[src/rtl/core/crnr_pkg.sv]
// Shared constants and types for the CAN register node responder.
package crnr_pkg;

    localparam int unsigned NUM_REGS   = 8;
    localparam int unsigned REG_W      = 8;
    localparam int unsigned IDX_W      = 3;
    localparam int unsigned ID_W       = 29;
    localparam int unsigned ADDR_W     = 8;
    localparam int unsigned EXTRA_W    = 2;
    localparam int unsigned LEN_W      = 4;
    localparam int unsigned DATA_W     = 64;
    localparam int unsigned TX_LEN_W   = 3;
    localparam int unsigned TX_DATA_W  = 56;
    localparam int unsigned NUM_TX_REG = 7;
    localparam int unsigned OP_W       = 2;

    localparam int unsigned ID_SND_LSB = 21;
    localparam int unsigned ID_RCV_LSB = 13;
    localparam int unsigned ID_OP_LSB  = 11;
    localparam int unsigned ID_REG_LSB = 8;

    localparam logic [1:0] REQ_FRAME = 2'd0;
    localparam logic [1:0] REQ_WRITE = 2'd1;
    localparam logic [1:0] REQ_READ  = 2'd2;

    localparam logic [OP_W-1:0] OP_WRITE     = 2'd0;
    localparam logic [OP_W-1:0] OP_WRITE_ACK = 2'd1;
    localparam logic [OP_W-1:0] OP_READ      = 2'd2;
    localparam logic [OP_W-1:0] OP_ACK       = 2'd3;

    localparam logic [IDX_W-1:0]    MULTI_REG  = 3'd7;
    localparam logic [IDX_W-1:0]    LAST_TX    = 3'd6;
    localparam logic [REG_W-1:0]    PAY_ALL    = 8'hFF;
    localparam logic [TX_LEN_W-1:0] TX_LEN_MUL = 3'd7;

    localparam logic [1:0] CFG_MY_ADDR = 2'd0;
    localparam logic [1:0] CFG_EXTRA   = 2'd1;
    localparam logic [1:0] CFG_BCAST   = 2'd2;

    typedef struct packed {
        logic             we;
        logic [IDX_W-1:0] idx;
        logic [REG_W-1:0] wdata;
    } t_rf_req;

    typedef struct packed {
        logic [REG_W-1:0] rdata;
        logic             diff;
    } t_rf_rsp;

endpackage

[src/rtl/core/crnr_regfile.sv]
// Register file with one shared compare and write port.
module crnr_regfile (
    input  logic                                i_clk,
    input  logic                                i_rst_n,
    input  crnr_pkg::t_rf_req                   i_req,
    output crnr_pkg::t_rf_rsp                   o_rsp,
    output logic [crnr_pkg::TX_DATA_W-1:0]      o_pack
);

    logic [crnr_pkg::REG_W-1:0] r_regs [crnr_pkg::NUM_REGS];

    always_ff @(posedge i_clk) begin
        if (!i_rst_n) begin
            for (int i = 0; i < int'(crnr_pkg::NUM_REGS); i++) begin
                r_regs[i] <= '0;
            end
        end else if (i_req.we) begin
            r_regs[i_req.idx] <= i_req.wdata;
        end
    end

    assign o_rsp.rdata = r_regs[i_req.idx];
    assign o_rsp.diff  = (r_regs[i_req.idx] != i_req.wdata);

    always_comb begin
        for (int i = 0; i < int'(crnr_pkg::NUM_TX_REG); i++) begin
            o_pack[i*crnr_pkg::REG_W +: crnr_pkg::REG_W] = r_regs[i];
        end
    end

endmodule

[src/rtl/core/can_register_node_responder.sv]
// Top level of the CAN register node responder: filter, sequencer and reply builder.
//
// Each request is taken when the block is idle and walks a short sequencer:
// filter and capture, execute, build reply, deliver. A received write, write
// with ACK or read passes through all four steps before its result is loaded
// into the output register; a local write or read skips the build step, and a
// rejected frame, a received ACK or an unknown request goes from filter
// straight to deliver. A multi-register write (register 7) loops in execute,
// because the single register compare/write port steps over registers 0..6
// one per cycle. The next request is accepted the cycle after a result is
// loaded into the output register, even if that result has not been taken
// yet. A result still waiting in the output register holds the following one
// in the deliver step until it is taken.
module can_register_node_responder (
    input  logic                                i_clk,
    input  logic                                i_rst_n,
    input  logic                                i_cfg_we,
    input  logic [1:0]                          i_cfg_idx,
    input  logic [7:0]                          i_cfg_data,
    input  logic                                i_in_valid,
    output logic                                o_in_ready,
    input  logic [1:0]                          i_req_type,
    input  logic [crnr_pkg::ID_W-1:0]           i_frame_id,
    input  logic [crnr_pkg::LEN_W-1:0]          i_frame_len,
    input  logic [crnr_pkg::DATA_W-1:0]         i_frame_data,
    input  logic [crnr_pkg::IDX_W-1:0]          i_local_index,
    input  logic [crnr_pkg::REG_W-1:0]          i_local_value,
    output logic                                o_out_valid,
    input  logic                                i_out_ready,
    output logic                                o_accepted,
    output logic                                o_changed,
    output logic                                o_tx_valid,
    output logic [crnr_pkg::ID_W-1:0]           o_tx_id,
    output logic [crnr_pkg::TX_LEN_W-1:0]       o_tx_len,
    output logic [crnr_pkg::TX_DATA_W-1:0]      o_tx_data,
    output logic [crnr_pkg::REG_W-1:0]          o_read_value
);

    typedef enum logic [2:0] {
        S_IDLE,
        S_FILT,
        S_EXEC,
        S_BUILD,
        S_DONE
    } t_state;

    t_state r_state;

    logic [crnr_pkg::ADDR_W-1:0]   r_my_addr;
    logic [crnr_pkg::EXTRA_W-1:0]  r_extra;
    logic [crnr_pkg::ADDR_W-1:0]   r_bcast;

    logic [1:0]                    r_req;
    logic [crnr_pkg::ID_W-1:0]     r_id;
    logic [crnr_pkg::LEN_W-1:0]    r_len;
    logic [crnr_pkg::DATA_W-1:0]   r_data;
    logic [crnr_pkg::IDX_W-1:0]    r_lidx;
    logic [crnr_pkg::REG_W-1:0]    r_lval;

    logic [crnr_pkg::REG_W-1:0]    r_lfb [crnr_pkg::NUM_REGS];
    logic [crnr_pkg::EXTRA_W-1:0]  r_active;
    logic [crnr_pkg::ADDR_W-1:0]   r_sender;
    logic [crnr_pkg::IDX_W-1:0]    r_cnt;

    logic                          r_acc;
    logic                          r_chg;
    logic                          r_txv;
    logic [crnr_pkg::ID_W-1:0]     r_txid;
    logic [crnr_pkg::TX_LEN_W-1:0] r_txlen;
    logic [crnr_pkg::TX_DATA_W-1:0] r_txdata;
    logic [crnr_pkg::REG_W-1:0]    r_rv;

    logic                          r_ov;
    logic                          r_o_acc;
    logic                          r_o_chg;
    logic                          r_o_txv;
    logic [crnr_pkg::ID_W-1:0]     r_o_txid;
    logic [crnr_pkg::TX_LEN_W-1:0] r_o_txlen;
    logic [crnr_pkg::TX_DATA_W-1:0] r_o_txdata;
    logic [crnr_pkg::REG_W-1:0]    r_o_rv;

    logic [crnr_pkg::ADDR_W-1:0]   w_snd;
    logic [crnr_pkg::ADDR_W-1:0]   w_rcv;
    logic [crnr_pkg::OP_W-1:0]     w_op;
    logic [crnr_pkg::IDX_W-1:0]    w_reg;
    logic [crnr_pkg::REG_W-1:0]    w_pay;
    logic [crnr_pkg::ADDR_W-1:0]   w_off;
    logic                          w_hit;
    logic                          w_is_wr;
    logic                          w_multi;
    logic [crnr_pkg::ADDR_W-1:0]   w_me;
    logic [crnr_pkg::REG_W-1:0]    w_txpay;
    logic                          w_out_free;

    crnr_pkg::t_rf_req             w_rf_req;
    crnr_pkg::t_rf_rsp             w_rf_rsp;
    logic [crnr_pkg::TX_DATA_W-1:0] w_pack;

    crnr_regfile u_regfile (
        .i_clk   (i_clk),
        .i_rst_n (i_rst_n),
        .i_req   (w_rf_req),
        .o_rsp   (w_rf_rsp),
        .o_pack  (w_pack)
    );

    assign w_snd   = r_id[crnr_pkg::ID_SND_LSB +: crnr_pkg::ADDR_W];
    assign w_rcv   = r_id[crnr_pkg::ID_RCV_LSB +: crnr_pkg::ADDR_W];
    assign w_op    = r_id[crnr_pkg::ID_OP_LSB  +: crnr_pkg::OP_W];
    assign w_reg   = r_id[crnr_pkg::ID_REG_LSB +: crnr_pkg::IDX_W];
    assign w_pay   = r_id[crnr_pkg::REG_W-1:0];
    assign w_off   = w_rcv - r_my_addr;
    assign w_hit   = (w_snd == r_bcast) || (w_off <= {6'd0, r_extra});
    assign w_is_wr = (w_op == crnr_pkg::OP_WRITE) || (w_op == crnr_pkg::OP_WRITE_ACK);
    assign w_multi = (w_reg == crnr_pkg::MULTI_REG);
    assign w_me    = r_my_addr + {6'd0, r_active};
    assign w_txpay = !w_multi ? w_rf_rsp.rdata :
                     (w_op == crnr_pkg::OP_WRITE_ACK) ? w_pay : crnr_pkg::PAY_ALL;
    assign w_out_free = !r_ov || i_out_ready;

    always_comb begin
        w_rf_req.we    = 1'b0;
        w_rf_req.idx   = r_lidx;
        w_rf_req.wdata = r_lval;
        case (r_state)
            S_EXEC: begin
                if (r_req == crnr_pkg::REQ_WRITE) begin
                    w_rf_req.we = 1'b1;
                end else if (r_req == crnr_pkg::REQ_FRAME && w_is_wr) begin
                    if (w_multi) begin
                        w_rf_req.idx   = r_cnt;
                        w_rf_req.wdata = r_lfb[r_cnt];
                        w_rf_req.we    = w_pay[r_cnt];
                    end else begin
                        w_rf_req.idx   = w_reg;
                        w_rf_req.wdata = w_pay;
                        w_rf_req.we    = 1'b1;
                    end
                end
            end
            S_BUILD: begin
                w_rf_req.idx = w_reg;
            end
            default: begin
            end
        endcase
    end

    always_ff @(posedge i_clk) begin
        if (!i_rst_n) begin
            r_state   <= S_IDLE;
            r_my_addr <= '0;
            r_extra   <= '0;
            r_bcast   <= '0;
            r_active  <= '0;
            r_sender  <= '0;
            r_cnt     <= '0;
            r_ov      <= 1'b0;
            for (int i = 0; i < int'(crnr_pkg::NUM_REGS); i++) begin
                r_lfb[i] <= '0;
            end
        end else begin
            if (i_cfg_we) begin
                case (i_cfg_idx)
                    crnr_pkg::CFG_MY_ADDR: r_my_addr <= i_cfg_data;
                    crnr_pkg::CFG_EXTRA:   r_extra   <= i_cfg_data[crnr_pkg::EXTRA_W-1:0];
                    crnr_pkg::CFG_BCAST:   r_bcast   <= i_cfg_data;
                    default: begin
                    end
                endcase
            end

            if (r_ov && i_out_ready && r_state != S_DONE) begin
                r_ov <= 1'b0;
            end

            case (r_state)
                S_IDLE: begin
                    if (i_in_valid) begin
                        r_req    <= i_req_type;
                        r_id     <= i_frame_id;
                        r_len    <= i_frame_len;
                        r_data   <= i_frame_data;
                        r_lidx   <= i_local_index;
                        r_lval   <= i_local_value;
                        r_acc    <= 1'b0;
                        r_chg    <= 1'b0;
                        r_txv    <= 1'b0;
                        r_txid   <= '0;
                        r_txlen  <= '0;
                        r_txdata <= '0;
                        r_rv     <= '0;
                        r_cnt    <= '0;
                        r_state  <= S_FILT;
                    end
                end
                S_FILT: begin
                    case (r_req)
                        crnr_pkg::REQ_FRAME: begin
                            if (w_hit) begin
                                r_acc <= 1'b1;
                                for (int i = 0; i < int'(crnr_pkg::NUM_REGS); i++) begin
                                    if (crnr_pkg::LEN_W'(i) < r_len) begin
                                        r_lfb[i] <= r_data[i*crnr_pkg::REG_W +: crnr_pkg::REG_W];
                                    end
                                end
                                r_active <= (w_off > {6'd0, r_extra}) ? r_extra
                                          : w_off[crnr_pkg::EXTRA_W-1:0];
                                r_sender <= w_snd;
                                r_state  <= (w_op == crnr_pkg::OP_ACK) ? S_DONE : S_EXEC;
                            end else begin
                                r_state <= S_DONE;
                            end
                        end
                        crnr_pkg::REQ_WRITE,
                        crnr_pkg::REQ_READ: r_state <= S_EXEC;
                        default:            r_state <= S_DONE;
                    endcase
                end
                S_EXEC: begin
                    if (r_req == crnr_pkg::REQ_WRITE) begin
                        r_chg   <= w_rf_rsp.diff;
                        r_state <= S_DONE;
                    end else if (r_req == crnr_pkg::REQ_READ) begin
                        r_rv    <= w_rf_rsp.rdata;
                        r_state <= S_DONE;
                    end else if (w_is_wr && w_multi) begin
                        if (w_rf_req.we && w_rf_rsp.diff) begin
                            r_chg <= 1'b1;
                        end
                        r_cnt <= r_cnt + 3'd1;
                        if (r_cnt == crnr_pkg::LAST_TX) begin
                            r_state <= S_BUILD;
                        end
                    end else begin
                        if (w_is_wr) begin
                            r_chg <= w_rf_rsp.diff;
                        end
                        r_state <= S_BUILD;
                    end
                end
                S_BUILD: begin
                    if (w_op != crnr_pkg::OP_WRITE) begin
                        r_txv  <= 1'b1;
                        r_txid <= {w_me, r_sender, crnr_pkg::OP_ACK, w_reg, w_txpay};
                        if (w_multi) begin
                            r_txlen  <= crnr_pkg::TX_LEN_MUL;
                            r_txdata <= w_pack;
                        end
                    end
                    r_state <= S_DONE;
                end
                S_DONE: begin
                    if (w_out_free) begin
                        r_ov       <= 1'b1;
                        r_o_acc    <= r_acc;
                        r_o_chg    <= r_chg;
                        r_o_txv    <= r_txv;
                        r_o_txid   <= r_txid;
                        r_o_txlen  <= r_txlen;
                        r_o_txdata <= r_txdata;
                        r_o_rv     <= r_rv;
                        r_state    <= S_IDLE;
                    end
                end
                default: r_state <= S_IDLE;
            endcase
        end
    end

    assign o_in_ready   = (r_state == S_IDLE);
    assign o_out_valid  = r_ov;
    assign o_accepted   = r_o_acc;
    assign o_changed    = r_o_chg;
    assign o_tx_valid   = r_o_txv;
    assign o_tx_id      = r_o_txid;
    assign o_tx_len     = r_o_txlen;
    assign o_tx_data    = r_o_txdata;
    assign o_read_value = r_o_rv;

`ifndef NO_ASSERTIONS
    a_tx_needs_acc: assert property (@(posedge i_clk) disable iff (!i_rst_n)
        (r_ov && r_o_txv) |-> r_o_acc)
        else $error("reply built for a frame that was not accepted");

    a_len_needs_tx: assert property (@(posedge i_clk) disable iff (!i_rst_n)
        (r_ov && r_o_txlen != '0) |-> r_o_txv)
        else $error("reply length set without a reply");

    a_rv_local: assert property (@(posedge i_clk) disable iff (!i_rst_n)
        (r_ov && r_o_rv != '0) |-> (!r_o_acc && !r_o_txv && !r_o_chg))
        else $error("read value on a request that is not a local read");

    a_we_exec: assert property (@(posedge i_clk) disable iff (!i_rst_n)
        w_rf_req.we |-> (r_state == S_EXEC))
        else $error("register write outside the execute step");
`endif

endmodule

[config.mk]
export PLATFORM = sky130hd
export DESIGN_NAME = can_register_node_responder
export DESIGN_NICKNAME = d
export VERILOG_FILES = /design/src/rtl/core/crnr_pkg.sv /design/src/rtl/core/crnr_regfile.sv /design/src/rtl/core/can_register_node_responder.sv
export SDC_FILE = /design/constraint.sdc
export NUM_CORES = 1
export LEC_CHECK = 0
export BUFFER_PORTS_ARGS = -buffer_cell sky130_fd_sc_hd__buf_2
export CAP_MARGIN = 10
export CORE_AREA = 2 2 187 189
export DETAILED_ROUTE_END_ITERATION = 8
export DIE_AREA = 0 0 189 191
export PLACE_DENSITY_LB_ADDON = 0.25
export SLEW_MARGIN = 20
export SYNTH_ARGS = -nofsm -noshare
export SYNTH_HDL_FRONTEND = slang
export SYNTH_SLANG_ARGS = --single-unit
export TNS_END_PERCENT = 100
[constraint.sdc]
create_clock -name i_clk -period 17.8 [get_ports i_clk]
set_input_delay 0.89 -clock i_clk [delete_from_list [all_inputs] [get_ports i_clk]]
set_output_delay 0.89 -clock i_clk [all_outputs]
set_load 0.005 [all_outputs]
Word level (Yosys, flattened, before mapping)
Memories as Yosys holds them, arrays and structs flattened. A register that Yosys moved wholly into a read port is not among the register bits.
Index checks and enable logic that the tools add are counted.
- output and inout bits: 101
- logic and storage cells: 234
- memory bits (writable): 128
- bits in registers: 343
- memories kept: 2
- memory list (name ; words ; bits a word ; read ports ; clocked after Yosys merged registers in ; wr ports ; line ; RTL):
    r_lfb ; 8 ; 8 ; 1 ; 1 ; 8 ; can_register_node_responder.sv:60 ; logic [crnr_pkg::REG_W-1:0] r_lfb [crnr_pkg::NUM_REGS];
    u_regfile.r_regs ; 8 ; 8 ; 8 ; 0 ; 8 ; crnr_regfile.sv:10 ; logic [crnr_pkg::REG_W-1:0] r_regs [crnr_pkg::NUM_REGS];
- magnitude comparators: 11
- $add $sub $neg: 3
- equality and inequality tests: 29
- bitwise gates (word level): 8
- reductions and logical operators: 32
- multiplexer cells: 121
- operators by type and width (operator ; count):
    $mux 56 ; 3
    $mux 8 ; 15
    $pmux 56 s2 ; 1
    $mux 1 ; 68
    $mux 29 ; 2
    $pmux 29 s2 ; 1
    $mux 3 ; 17
    $mux 12 ; 2
    $pmux 3 s2 ; 4
    $ne 2x2->1 const B ; 10
    $reduce_and 5->1 ; 4
    $lt 3x4->1 const A ; 4
    $pmux 8 s2 ; 1
    $pmux 3 s5 ; 1
    $reduce_and 3->1 ; 4
    $mux 11 ; 1
    $eq 3x3->1 const B ; 3
    $add 8x2->8 ; 1
    $eq 8x8->1 ; 1
    $gt 8x2->1 ; 1
    $le 8x2->1 ; 1
    $lt 1x4->1 const A ; 2
    $lt 2x4->1 const A ; 2
    $ne 4x4->1 const B ; 2
    25 further kinds ; 53

Longest topological paths before layout
Gate-level depths: netlist of the first run.
An unclocked memory read counts as a cell.
- depth in word-level cells: 14
- depth in mapped cells: 14

Modules after synthesis
From an unflattened synthesis of the first run, not the netlist that was laid out.
- cell total of the unflattened synthesis: 1192
- area, all modules: 18707.9 um2
- modules (own cells, without submodules) (module ; cells each ; area an instance (um2) ; times used):
    can_register_node_responder ; 980 ; 15605.0 ; 1
    crnr_regfile ; 212 ; 3103.0 ; 1

Worst setup path after synthesis of the first run
Ideal clock, no wire load.
- path kind: input -> register
- start: input port i_rst_n
- end: register r_txdata[0] (netlist name), enable pin
- path slack: 7.029 ns
- stages: 4
- buffers on the path: 1
- arrival: 10.212 ns
- library setup time: 0.559 ns
- cell sequence: inv_1 > clkbuf_1 > a2111oi_0 > a21boi_0
- longest elaborated chain between the ends: 1
- RTL lines (item ; line ; RTL):
    start, declared ; can_register_node_responder.sv:16 ; input logic i_rst_n,
    $reduce_and 5->1 (no source line) ; -- ;
    end signal, assigned ; can_register_node_responder.sv:248 ; r_txdata <= w_pack;
    end, declared ; can_register_node_responder.sv:70 ; logic [crnr_pkg::TX_DATA_W-1:0] r_txdata;
Every way passes these cells.
A chain may end at the register's enable or synchronous reset.

Final worst setup path of the first run
- start: register r_state[1]
- end: register r_chg, enable pin
- longest elaborated chain between the ends: 7
- elaborated cells on any way between the ends: 15
- those cells by class: eq/ne (7); mux (3); reduce/logical (4); memory (1)
- RTL lines (item ; line ; RTL):
    start, declared ; can_register_node_responder.sv:47 ; t_state r_state;
    start signal, assigned ; can_register_node_responder.sv:210 ; r_state <= (w_op == crnr_pkg::OP_ACK) ? S_DONE : S_EXEC;
    $eq 3x2->1 (on tied branches) ; can_register_node_responder.sv:125, can_register_node_responder.sv:177 ;
    $pmux 3 s2 ; can_register_node_responder.sv:125 ; case (r_state)
    $mem_v2 8x8 ; -- ;
    $ne 8x8->1 ; crnr_regfile.sv:23 ; assign o_rsp.diff = (r_regs[i_req.idx] != i_req.wdata);
    $logic_and 1x1->1 ; can_register_node_responder.sv:228 ; if (w_rf_req.we && w_rf_rsp.diff) begin
    $ne 4x4->1 (no source line) ; -- ;
    $reduce_and 6->1 (no source line) * ; -- ;
    end signal, assigned ; can_register_node_responder.sv:222 ; r_chg <= w_rf_rsp.diff;
    end signal, assigned ; can_register_node_responder.sv:237 ; r_chg <= w_rf_rsp.diff;
    end, declared ; can_register_node_responder.sv:66 ; logic r_chg;
Mark *: on every way between the ends. The rest lies on a longest branch, timed or not.

==> results.md, run 1 <==
- Clk sinks: between 400 and 500
- Crit path DAT: 5.09 ns
- Worst slew pin tran: 1.052 ns
- GRT overflow: 0
- GRT Max-Usage Layer: met2
- CP Buf/Inv Count: 2
- Die Wd: ~190 um
- WHS Path Cells: 0
- FP Rows: just under 70
- CTS Root Cell: clkbuf_16
- Starting Density: between 50% and 60%
- Vias: approximately 11000
- Reported leakage power: 7.895 nW
- Total GRT Usage: between 20% and 30%
- Worst Skew: roughly 0.015 ns
- I/O pins: 226
- Met3 capacity usage during global routing: under 10%
- Max incr delay on CP: a little over 0.9 ns
- Cell with the most instances after synthesis: edfxtp_1
- Maximum clock path buffer count: 3
- Rel. slew slack: ~29%
- Final Worst Setup Slack: 12.97 ns
- Synth area leaders: edfxtp_1, and2_1, dfxtp_1
- Global-route wire length before repair: approximately 60000 um
- Dpl ws: 13.03 ns
- Critical path cell sequence: nor2b_1 > nand2_1 > inv_2 > a222oi_1 > buf_4 > and2_1 > a32oi_1 > mux2i_1 > xnor2_1 > nand4_1 > nor4_2 > a31oi_1
- DRT Pass-1 Iters: 6
- Fin Setup TNS: 0 ns
- Reg2reg start: r_state[1]
- Fin crit share: 27.11%
- Status: finished clean
- Via density: between 5 and 6
- Crit. End Element: register
- Endpoints failing hold: 0
- Unrepaired setup endpoints after global routing: no
- Netlist Area Pre-Place: between 15000 and 20000 um^2
- Hold Path End: o_read_value[7]
- Max frequency: about 210 MHz
- Hold Crit Start: r_rv[7]
- Ys Warns: 0
- CTS tree: built
- Pin count of the biggest net entering global routing: 85
- Post-DP Area: approximately 20000 um^2
- GR Layer Usage met1: 30.97%
- Filler instances: 2546
- Synth cell count leaders: edfxtp_1, nor2_1, and2_1, nand2_1, clkbuf_1
- R2R depth: 12
- Core Region: about 34000 um^2
- Area grow syn2layout: 16.97%
- Number of flops mapped to enable cells by yosys: 430
- Final min period: 4.825 ns
- Routed WL per cell: 19.83 um
- Critical Path RT: about 18 ns
- Number of remaining DRC errors: 0
- Startpoint Class: register
- Vias in the first global route: a little over 10000
- Initial DRC count: around 830
- VDD IR max: a little under 0.09 mV
- R2r setup slk: about 13 ns
- # setup viols final: 0
- CTS Hold Bufs: 0
- Port Buffers: approximately 230
- Worst reg2reg endpoint: r_chg
- GR Util met2: approximately a third
- Top cell type by total area after synthesis: edfxtp_1
- Die area: 36100 um^2
- GP Congestion: approximately 0.9
- Delay-heaviest family, CP: simple AND/OR/NAND/NOR gates
- Post-CTS Setup Inserts: 0
- Sequential area share after synthesis: 74.10%
- Initial antenna violation count: 1
- Total Wirelength: just under 40000 um
- Final instance area: roughly 22000 um^2
- Post-Syn Area per Cell: approximately 15 um^2
- Max-Cap Viols: 0
- Post-synth top flop: edfxtp_1
- Num CTS Buffers: 46
- Worst-path fanout max: a little under 70
- Distinct cells, synth: 59
- # resized after CTS: 0
- Worst-path clk slew: about 0.06 ns
- Yosys top cell area share: 69.98%
- Pwr Total: 0.002321 W
- Die Y: around 190 um
- Min-delay worst type: register to register
- Clock latency on the worst-skew pair: between 0.5 and 0.6 ns
- Yosys reg bits: about 470
- Net Count, Synth: around 1400
- Final Max Slew Viols: 0
- Finished Core Util: between 60 and 70%
- Critical path class: register to register
- Clock H-tree levels: 2
- DRT antenna net count: 0
- # diodes: 0
- Asr flop ratio synth: 0%
- Final HPWL DP: ~28000 um
- Slowest CP cell: inv_2
- Mapped Cells: roughly 1200
- # nets final: roughly 1600
- Layout cells sized above 1: between 20 and 25%
- Pwr dens: roughly 110 nW/um^2
## per-layer routing
layer	wire length (um)	up-vias	part of all wire, %
met5	13	-	0.034
met4	975	2	2.5
met3	2669	64	6.9
met2	18080	401	47
met1	17030	5098	44
li1	-	5049	-
## flip-flops by register name, summed over array words and instances (netlist names), 3 cells and up, named ones only
| register | flops |
|---|---|
| o_read_value | 8 |
| o_tx_data | 56 |
| o_tx_id | 28 |
| r_bcast | 8 |
| r_cnt | 3 |
| r_data | 64 |
| r_id | 29 |
| r_len | 4 |
| r_lfb | 64 |
| r_lidx | 3 |
| r_lval | 8 |
| r_my_addr | 8 |
| r_rv | 8 |
| r_sender | 8 |
| r_state | 3 |
| r_txdata | 56 |
| r_txid | 28 |
| u_regfile.r_regs | 64 |
## final cells by class
class,instances,area (um^2),area share (%)
sequential,468,13670,63.35
clock inverter,18,165.2,0.7652
multi-input combinational,666,4423,20.49
timing repair buffer,247,1291,5.982
clock buffer,63,1319,6.110
inverter,38,142.6,0.6608
tap,455,569.3,2.638
## power by group
group          leakage [nW]  internal (W)  switching [W]  total [W]
Combinational          2.72     0.0000404      0.0000741   0.000115
Clock                 0.722      0.000559       0.000379   0.000939
Sequential             4.45       0.00125      0.0000196    0.00127
## worst max-delay path by stage
stage / endpoint / slack (ns) / startpoint / cells past startpoint
floorplan: r_txdata[0] / 7.03 / i_rst_n / 4
global placement: r_chg / 13.17 / r_state[1] / 12
detailed placement: r_chg / 13.03 / r_state[1] / 12
CTS: r_chg / 13.01 / r_state[1] / 12
global route: r_chg / 12.49 / r_state[1] / 12
finish: r_chg / 12.97 / r_state[1] / 12
## per-stage QoR
step	instances	hold slack, ns
3_3_place_gp	1873	0.4018
4_1_cts	1954	0.4178
2_1_floorplan	1233	0.4003
3_5_place_dp	1873	0.4045
5_1_grt	1955	0.4212
6_report	1955	0.4098
## cell families after synthesis
| logic type | synth area share [%] |
|---|---|
| compound gates | 6.116 |
| xor+xnor | 1.187 |
| fa+ha+maj | 1.370 |
| buf+inv | 2.197 |
| flops | 74.10 |
| mux | 4.475 |
| simple gates | 10.56 |
## placed cells by master (no fill, tap or decap), types with 12 or more instances in the layout
master	instances
clkbuf_16	49
a221oi_1	12
xnor2_1	15
nand3_1	16
and2_1	122
buf_4	21
nor3_1	13
nand2_1	55
o21ai_0	37
nand4_1	12
a21oi_1	41
nor2_1	139
edfxtp_1	430
dfxtp_1	37
inv_1	37
ha_1	17
mux4_2	18
buf_2	225
a22oi_1	13
a32oi_1	12
mux2i_1	42
No activity file was read; power rests on OpenSTA's default activity.
==> inputs of run 2 (changes only) <==
Settings changed: CORE_AREA 2 2 187 189 to 2 2 192 194, DIE_AREA 0 0 189 191 to 0 0 194 196.
Clock period 17.8 ns to 4.37 ns, I/O delays scaled along.
==> results.md, run 2 (synthesis results as in run 1) <==
- Status: finished clean
- Number of remaining DRC errors: 0
- DRT Pass-1 Iters: 5
- Via density: approximately 5.4
- Critical path class: register to register
- Core Region: around 36000 um^2
- Vias in the first global route: 11420
- Global-route wire length before repair: between 60000 and 70000 um
- Final Max Slew Viols: 0
- Vias: ~11000
- Most frequent cells in the layout: edfxtp_1, buf_2, nor2_1
- Crit. End Element: register
- Layout cells sized above 1: between 20% and 30%
- Clk sinks: approximately 470
- Maximum clock path buffer count: 3
- DRT antenna net count: 0
- Max-Cap Viols: 0
- Sw Ratio: 21.16%
- CTS tree: built
- Routed WL per cell: approximately 20 um
- Worst-path fanout max: 25
- Final Worst Setup Slack: between 0.4 and 0.5 ns
- Critical path cell sequence: inv_1 > ha_1 > or3b_1 > a22o_1 > nor2_1 > a21oi_1 > a221o_1 > nand2_1 > xnor2_1 > nor4_2 > a31oi_1
- Post-CTS Setup Inserts: 0
- Filler instances: around 2600
- CTS Root Cell: clkbuf_16
- GRT overflow: 0
- Port Buffers: ~230
- Worst slew pin tran: 0.8290 ns
- FP Rows: 70
- Psw: 0.002009 W
- Critical Path RT: 4.65 ns
- Die Wd: 194 um
- Reported leakage power: 8.470 nW
- Dpl ws: between 0.5 and 0.6 ns
- CP Buf/Inv Count: 1
- Initial DRC count: around 1100
- I/O pins: 226
- Startpoint Class: register
- Delay-heaviest family, CP: simple AND/OR/NAND/NOR gates
- Min-delay worst type: primary input to register
- Unrepaired setup endpoints after global routing: no
- Commonest non-fill, non-tap cell in the layout: edfxtp_1
- Starting Density: between 50% and 60%
- Pwr dens: 414.3 nW/um^2
- # nets final: ~1800
- Rel. slew slack: about 45%
- Clock latency on the worst-skew pair: around 0.55 ns
- Num CTS Buffers: 46
- Total GRT Usage: between 20% and 30%
- Initial antenna violation count: 1
- GP Congestion: 0.9780
- Area grow syn2layout: 24.18%
- Final hold slack: ~0.020 ns
- Fin crit share: 89.36%
- Pin count of the biggest net entering global routing: slightly below 100
- Fin Setup TNS: 0 ns
- Logic pwr share: approximately 6.1%
- Biggest regs: r_data: 64 flops, r_lfb: 64 flops, u_regfile.r_regs: 64 flops
- Crit path DAT: roughly 4.2 ns
- Worst Skew: approximately 0.015 ns
- Clock H-tree levels: 2
- Final HPWL DP: roughly 29000 um
- Total Wirelength: around 43000 um
- Slowest CP cell: or3b_1
- Final min period: ~3.9 ns
- P_int: between 0.007 and 0.008 W
- # setup viols final: 0
- Die area: around 38000 um^2
- Endpoints failing hold: 0
- Die Y: about 200 um
- Max incr delay on CP: ~0.60 ns
- # diodes: 0
- Clock power share: ~40%
- Worst-path clk slew: around 0.060 ns
- Seq pwr share: 54.4%
- Max frequency: 256.1 MHz
- VDD IR max: roughly 0.33 mV
run 2: path summary, 6_finish.rpt:
path                     start            end  slack, ns  depth (start not counted)
setup reg to reg      r_req[0]          r_chg       0.46                         11
hold / removal     i_out_ready    o_out_valid       0.02                          3
hold reg to reg   r_txdata[36]  o_tx_data[36]       0.42                          0
setup / recovery      r_req[0]          r_chg       0.46                         11
run 2: power groups by stage:
stage | Combinational (W) | Clock (W) | Sequential, W
global route | 0.000628 | 0.00401 | 0.00518
finish | 0.000580 | 0.00375 | 0.00516
floorplan | 0.000292 | 0 | 0.00522
detailed placement | 0.000489 | 0 | 0.00526
CTS | 0.000573 | 0.00381 | 0.00516
global placement | 0.000480 | 0 | 0.00525
run 2: timing repair:
| item | 4_1_cts | 5_1_grt |
|---|---|---|
| hold buffers | 118 | 0 |
| resized for setup | 0 | 0 |
| endpoints found under the hold margin | 128 | 0 |
run 2: final cells by class:
type                    instances  area (um^2)  area share (%)
clock inverters                25        203.9          0.8900
well taps                     468        585.6           2.555
clock buffers                  58         1217           5.313
flip-flops and latches        468        13670           59.67
repair buffers                387         2663           11.62
inverters                      38        142.6          0.6225
multi-input cells             666         4429           19.33
run 2: per-stage QoR:
step	util, %	cells	power (W)	instance area [um^2]
floorplan	-	1233	0.005516	18490
CTS	63.48	2110	0.009549	22910
detailed placement	56.27	1909	0.005747	20310
global placement	56.26	1909	0.005733	20300
global route	63.50	2110	0.009818	22910
finish	63.50	2110	0.009493	22910
run 2: per-layer routing:
metal | track usage (%) | share of wire [%] | vias up
met5 | 0 | 0.035 | -
met4 | 7.099 | 2.6 | 2
met3 | 4.487 | 7.1 | 72
met2 | 36.77 | 48 | 466
met1 | 30.88 | 42 | 5519
li1 | - | - | 5336
run 2: worst register-to-register path, stage by stage (launching register included):
cell and delay [ns]:
edfxtp_1 0.42, inv_1 0.11, ha_1 0.29, or3b_1 0.60, a22o_1 0.53, nor2_1 0.51
a21oi_1 0.13, a221o_1 0.39, nand2_1 0.12, xnor2_1 0.10, nor4_2 0.32, a31oi_1 0.13
==> inputs of run 3 (changes only) <==
Settings changed: CELL_PAD_IN_SITES_DETAIL_PLACEMENT set to 1, CELL_PAD_IN_SITES_GLOBAL_PLACEMENT set to 2, CORE_AREA 2 2 192 194 to 2 2 227 229, DIE_AREA 0 0 194 196 to 0 0 229 231.
==> results.md, run 3 (synthesis results as in run 1) <==
- Die area: 52900 um^2
- Slowest CP cell: nor2_1
- Area grow syn2layout: 26.70%
- Startpoint Class: register
- Seq pwr share: a little over half
- Reg2reg start: r_req[0]
- Pwr dens: between 400 and 500 nW/um^2
- Number of remaining DRC errors: 0
- Worst-path clk slew: around 0.060 ns
- # nets final: 1754
- Rel. slew slack: 38.42%
- Critical path cell sequence: inv_1 > ha_1 > or3b_1 > buf_4 > a22o_1 > nor2_1 > a21oi_1 > a221o_1 > nand2_1 > xnor2_1 > nor4_2 > a31oi_1
- R2r setup slk: 0.34 ns
- VDD IR max: slightly above 0.3 mV
- Critical Path RT: ~4.7 ns
- Delay-heaviest family, CP: simple AND/OR/NAND/NOR gates
- Psw: between 0.002 and 0.0025 W
- Starting Density: 36.41%
- Worst setup path start: r_req[0]
- Status: finished clean
- Crit. End Element: register
- Commonest non-fill, non-tap cell in the layout: edfxtp_1
- Hold Crit Start: i_in_valid
- GRT overflow: 0
- Global-route wire length before repair: approximately 74000 um
- Initial DRC count: 725
- Core Region: around 51000 um^2
- # setup viols final: 0
- Reported leakage power: between 8 and 9 nW
- Filler instances: about 5100
- I/O pins: roughly 230
- Endpoints failing hold: 0
- Most frequent cells in the layout: edfxtp_1, buf_2, nor2_1
- Max frequency: approximately 250 MHz
- Maximum clock path buffer count: 3
- Area of the multi-input gates: between 4000 and 5000 um^2
- # resized after CTS: 0
- Clock H-tree levels: 2
- CP Buf/Inv Count: 2
- P_int: a little under 0.008 W
- R2R depth: 12
- DRT Pass-1 Iters: 5
- Clock latency on the worst-skew pair: ~0.6 ns
- GP Congestion: approximately 0.8
- Final HPWL DP: roughly 34000 um
- Finished Core Util: approximately 46%
- Seq. cell area: about 14000 um^2
- Logic pwr share: ~6.0%
- Critical path class: register to register
- Critical path depth: 12
- Sw Ratio: 22.14%
- Clock power share: between 40% and 50%
- Crit path DAT: 4.33 ns
- Max-Cap Viols: 0
- Final min period: 4.027 ns
- Via density: slightly below 5
- Clk sinks: approximately 470
- Fin crit share: slightly above 90%
- Worst slew pin tran: just over 0.9 ns
- Die Y: 231 um
- Final Max Slew Viols: 0
- Worst-path fanout max: 25
- WHS Path Cells: 3
- Num CTS Buffers: between 50 and 60
- Worst reg2reg endpoint: r_chg
- FP Rows: 83
- Min-delay worst type: primary input to register
- Total Wirelength: between 40000 and 50000 um
- Worst setup path end: r_chg
- Vias in the first global route: 11830
- DRT antenna net count: 0
- Max incr delay on CP: between 0.5 and 0.6 ns
- Biggest regs: r_data: 64 flops, r_lfb: 64 flops, u_regfile.r_regs: 64 flops
- Layout cells sized above 1: between 20% and 30%
- Routed WL per cell: about 21 um
- Port Buffers: approximately 230
- Die Wd: roughly 230 um
- Total GRT Usage: a little under a fifth
- Vias: around 11000
- Worst Skew: ~0.026 ns
- CTS Root Cell: clkbuf_16
- Pin count of the biggest net entering global routing: 68
- Unrepaired setup endpoints after global routing: no
- Initial antenna violation count: 2
- CTS tree: built
- Fin Setup TNS: 0 ns
run 3: worst min-delay path by stage:
stage | slack [ns] | to
finish | 0.10 | r_state[0]
global route | 0.13 | r_state[0]
CTS | 0.07 | r_state[0]
detailed placement | 0.40 | r_id[16]
global placement | 0.40 | r_id[20]
floorplan | 0.32 | r_data[0]
run 3: per-layer routing:
layer / vias up / routed length [um] / GRT usage (%)
met5: - / 11 / 0
li1: 5346 / - / -
met1: 5628 / 23030 / 26.07
met2: 279 / 22410 / 29.85
met3: 57 / 2268 / 3.323
met4: 2 / 903 / 4.586
run 3: repair_timing:
action / 4_1_cts / 5_1_grt
setup buffers: 0 / 0
hold endpoints to repair: 129 / 0
hold buffers: 119 / 0
run 3: layout make-up:
type                       instances  area share, %
sequential                       468          58.48
timing repair buffer             385          11.44
tap                              680          3.639
inverter                          38         0.6101
multi-input combinational        666          18.94
clock buffer                      59          5.678
antenna                            1        0.01070
clock inverter                    37          1.193
run 3: per-stage QoR:
step | instances | setup slack [ns] | hold slack (ns) | instance area (um^2) | power (W)
4_1_cts | 2333 | 0.3736 | 0.06599 | 23360 | 0.01001
5_1_grt | 2334 | 0.1083 | 0.1281 | 23380 | 0.01024
6_report | 2334 | 0.3435 | 0.1022 | 23380 | 0.009881
3_5_place_dp | 2118 | 0.4084 | 0.3968 | 20570 | 0.005783
2_1_floorplan | 1233 | 0.07634 | 0.3174 | 18490 | 0.005516
3_3_place_gp | 2118 | 0.5803 | 0.3966 | 20570 | 0.005763
run 3: worst reg2reg max path, delay by kind of cell, from the launching register on:
family,cells,cell delay (ns)
fa+ha+maj,1,0.30
compound gates,4,1.15
simple gates,4,1.46
flops,1,0.42
xor+xnor,1,0.10
buf+inv,2,0.32
run 3: power groups by stage:
stage,Clock [W],Sequential (W),Combinational (W)
floorplan,0,0.00522,0.000292
global placement,0,0.00526,0.000498
detailed placement,0,0.00527,0.000512
CTS,0.00424,0.00518,0.000595
global route,0.00440,0.00519,0.000648
finish,0.00412,0.00517,0.000589
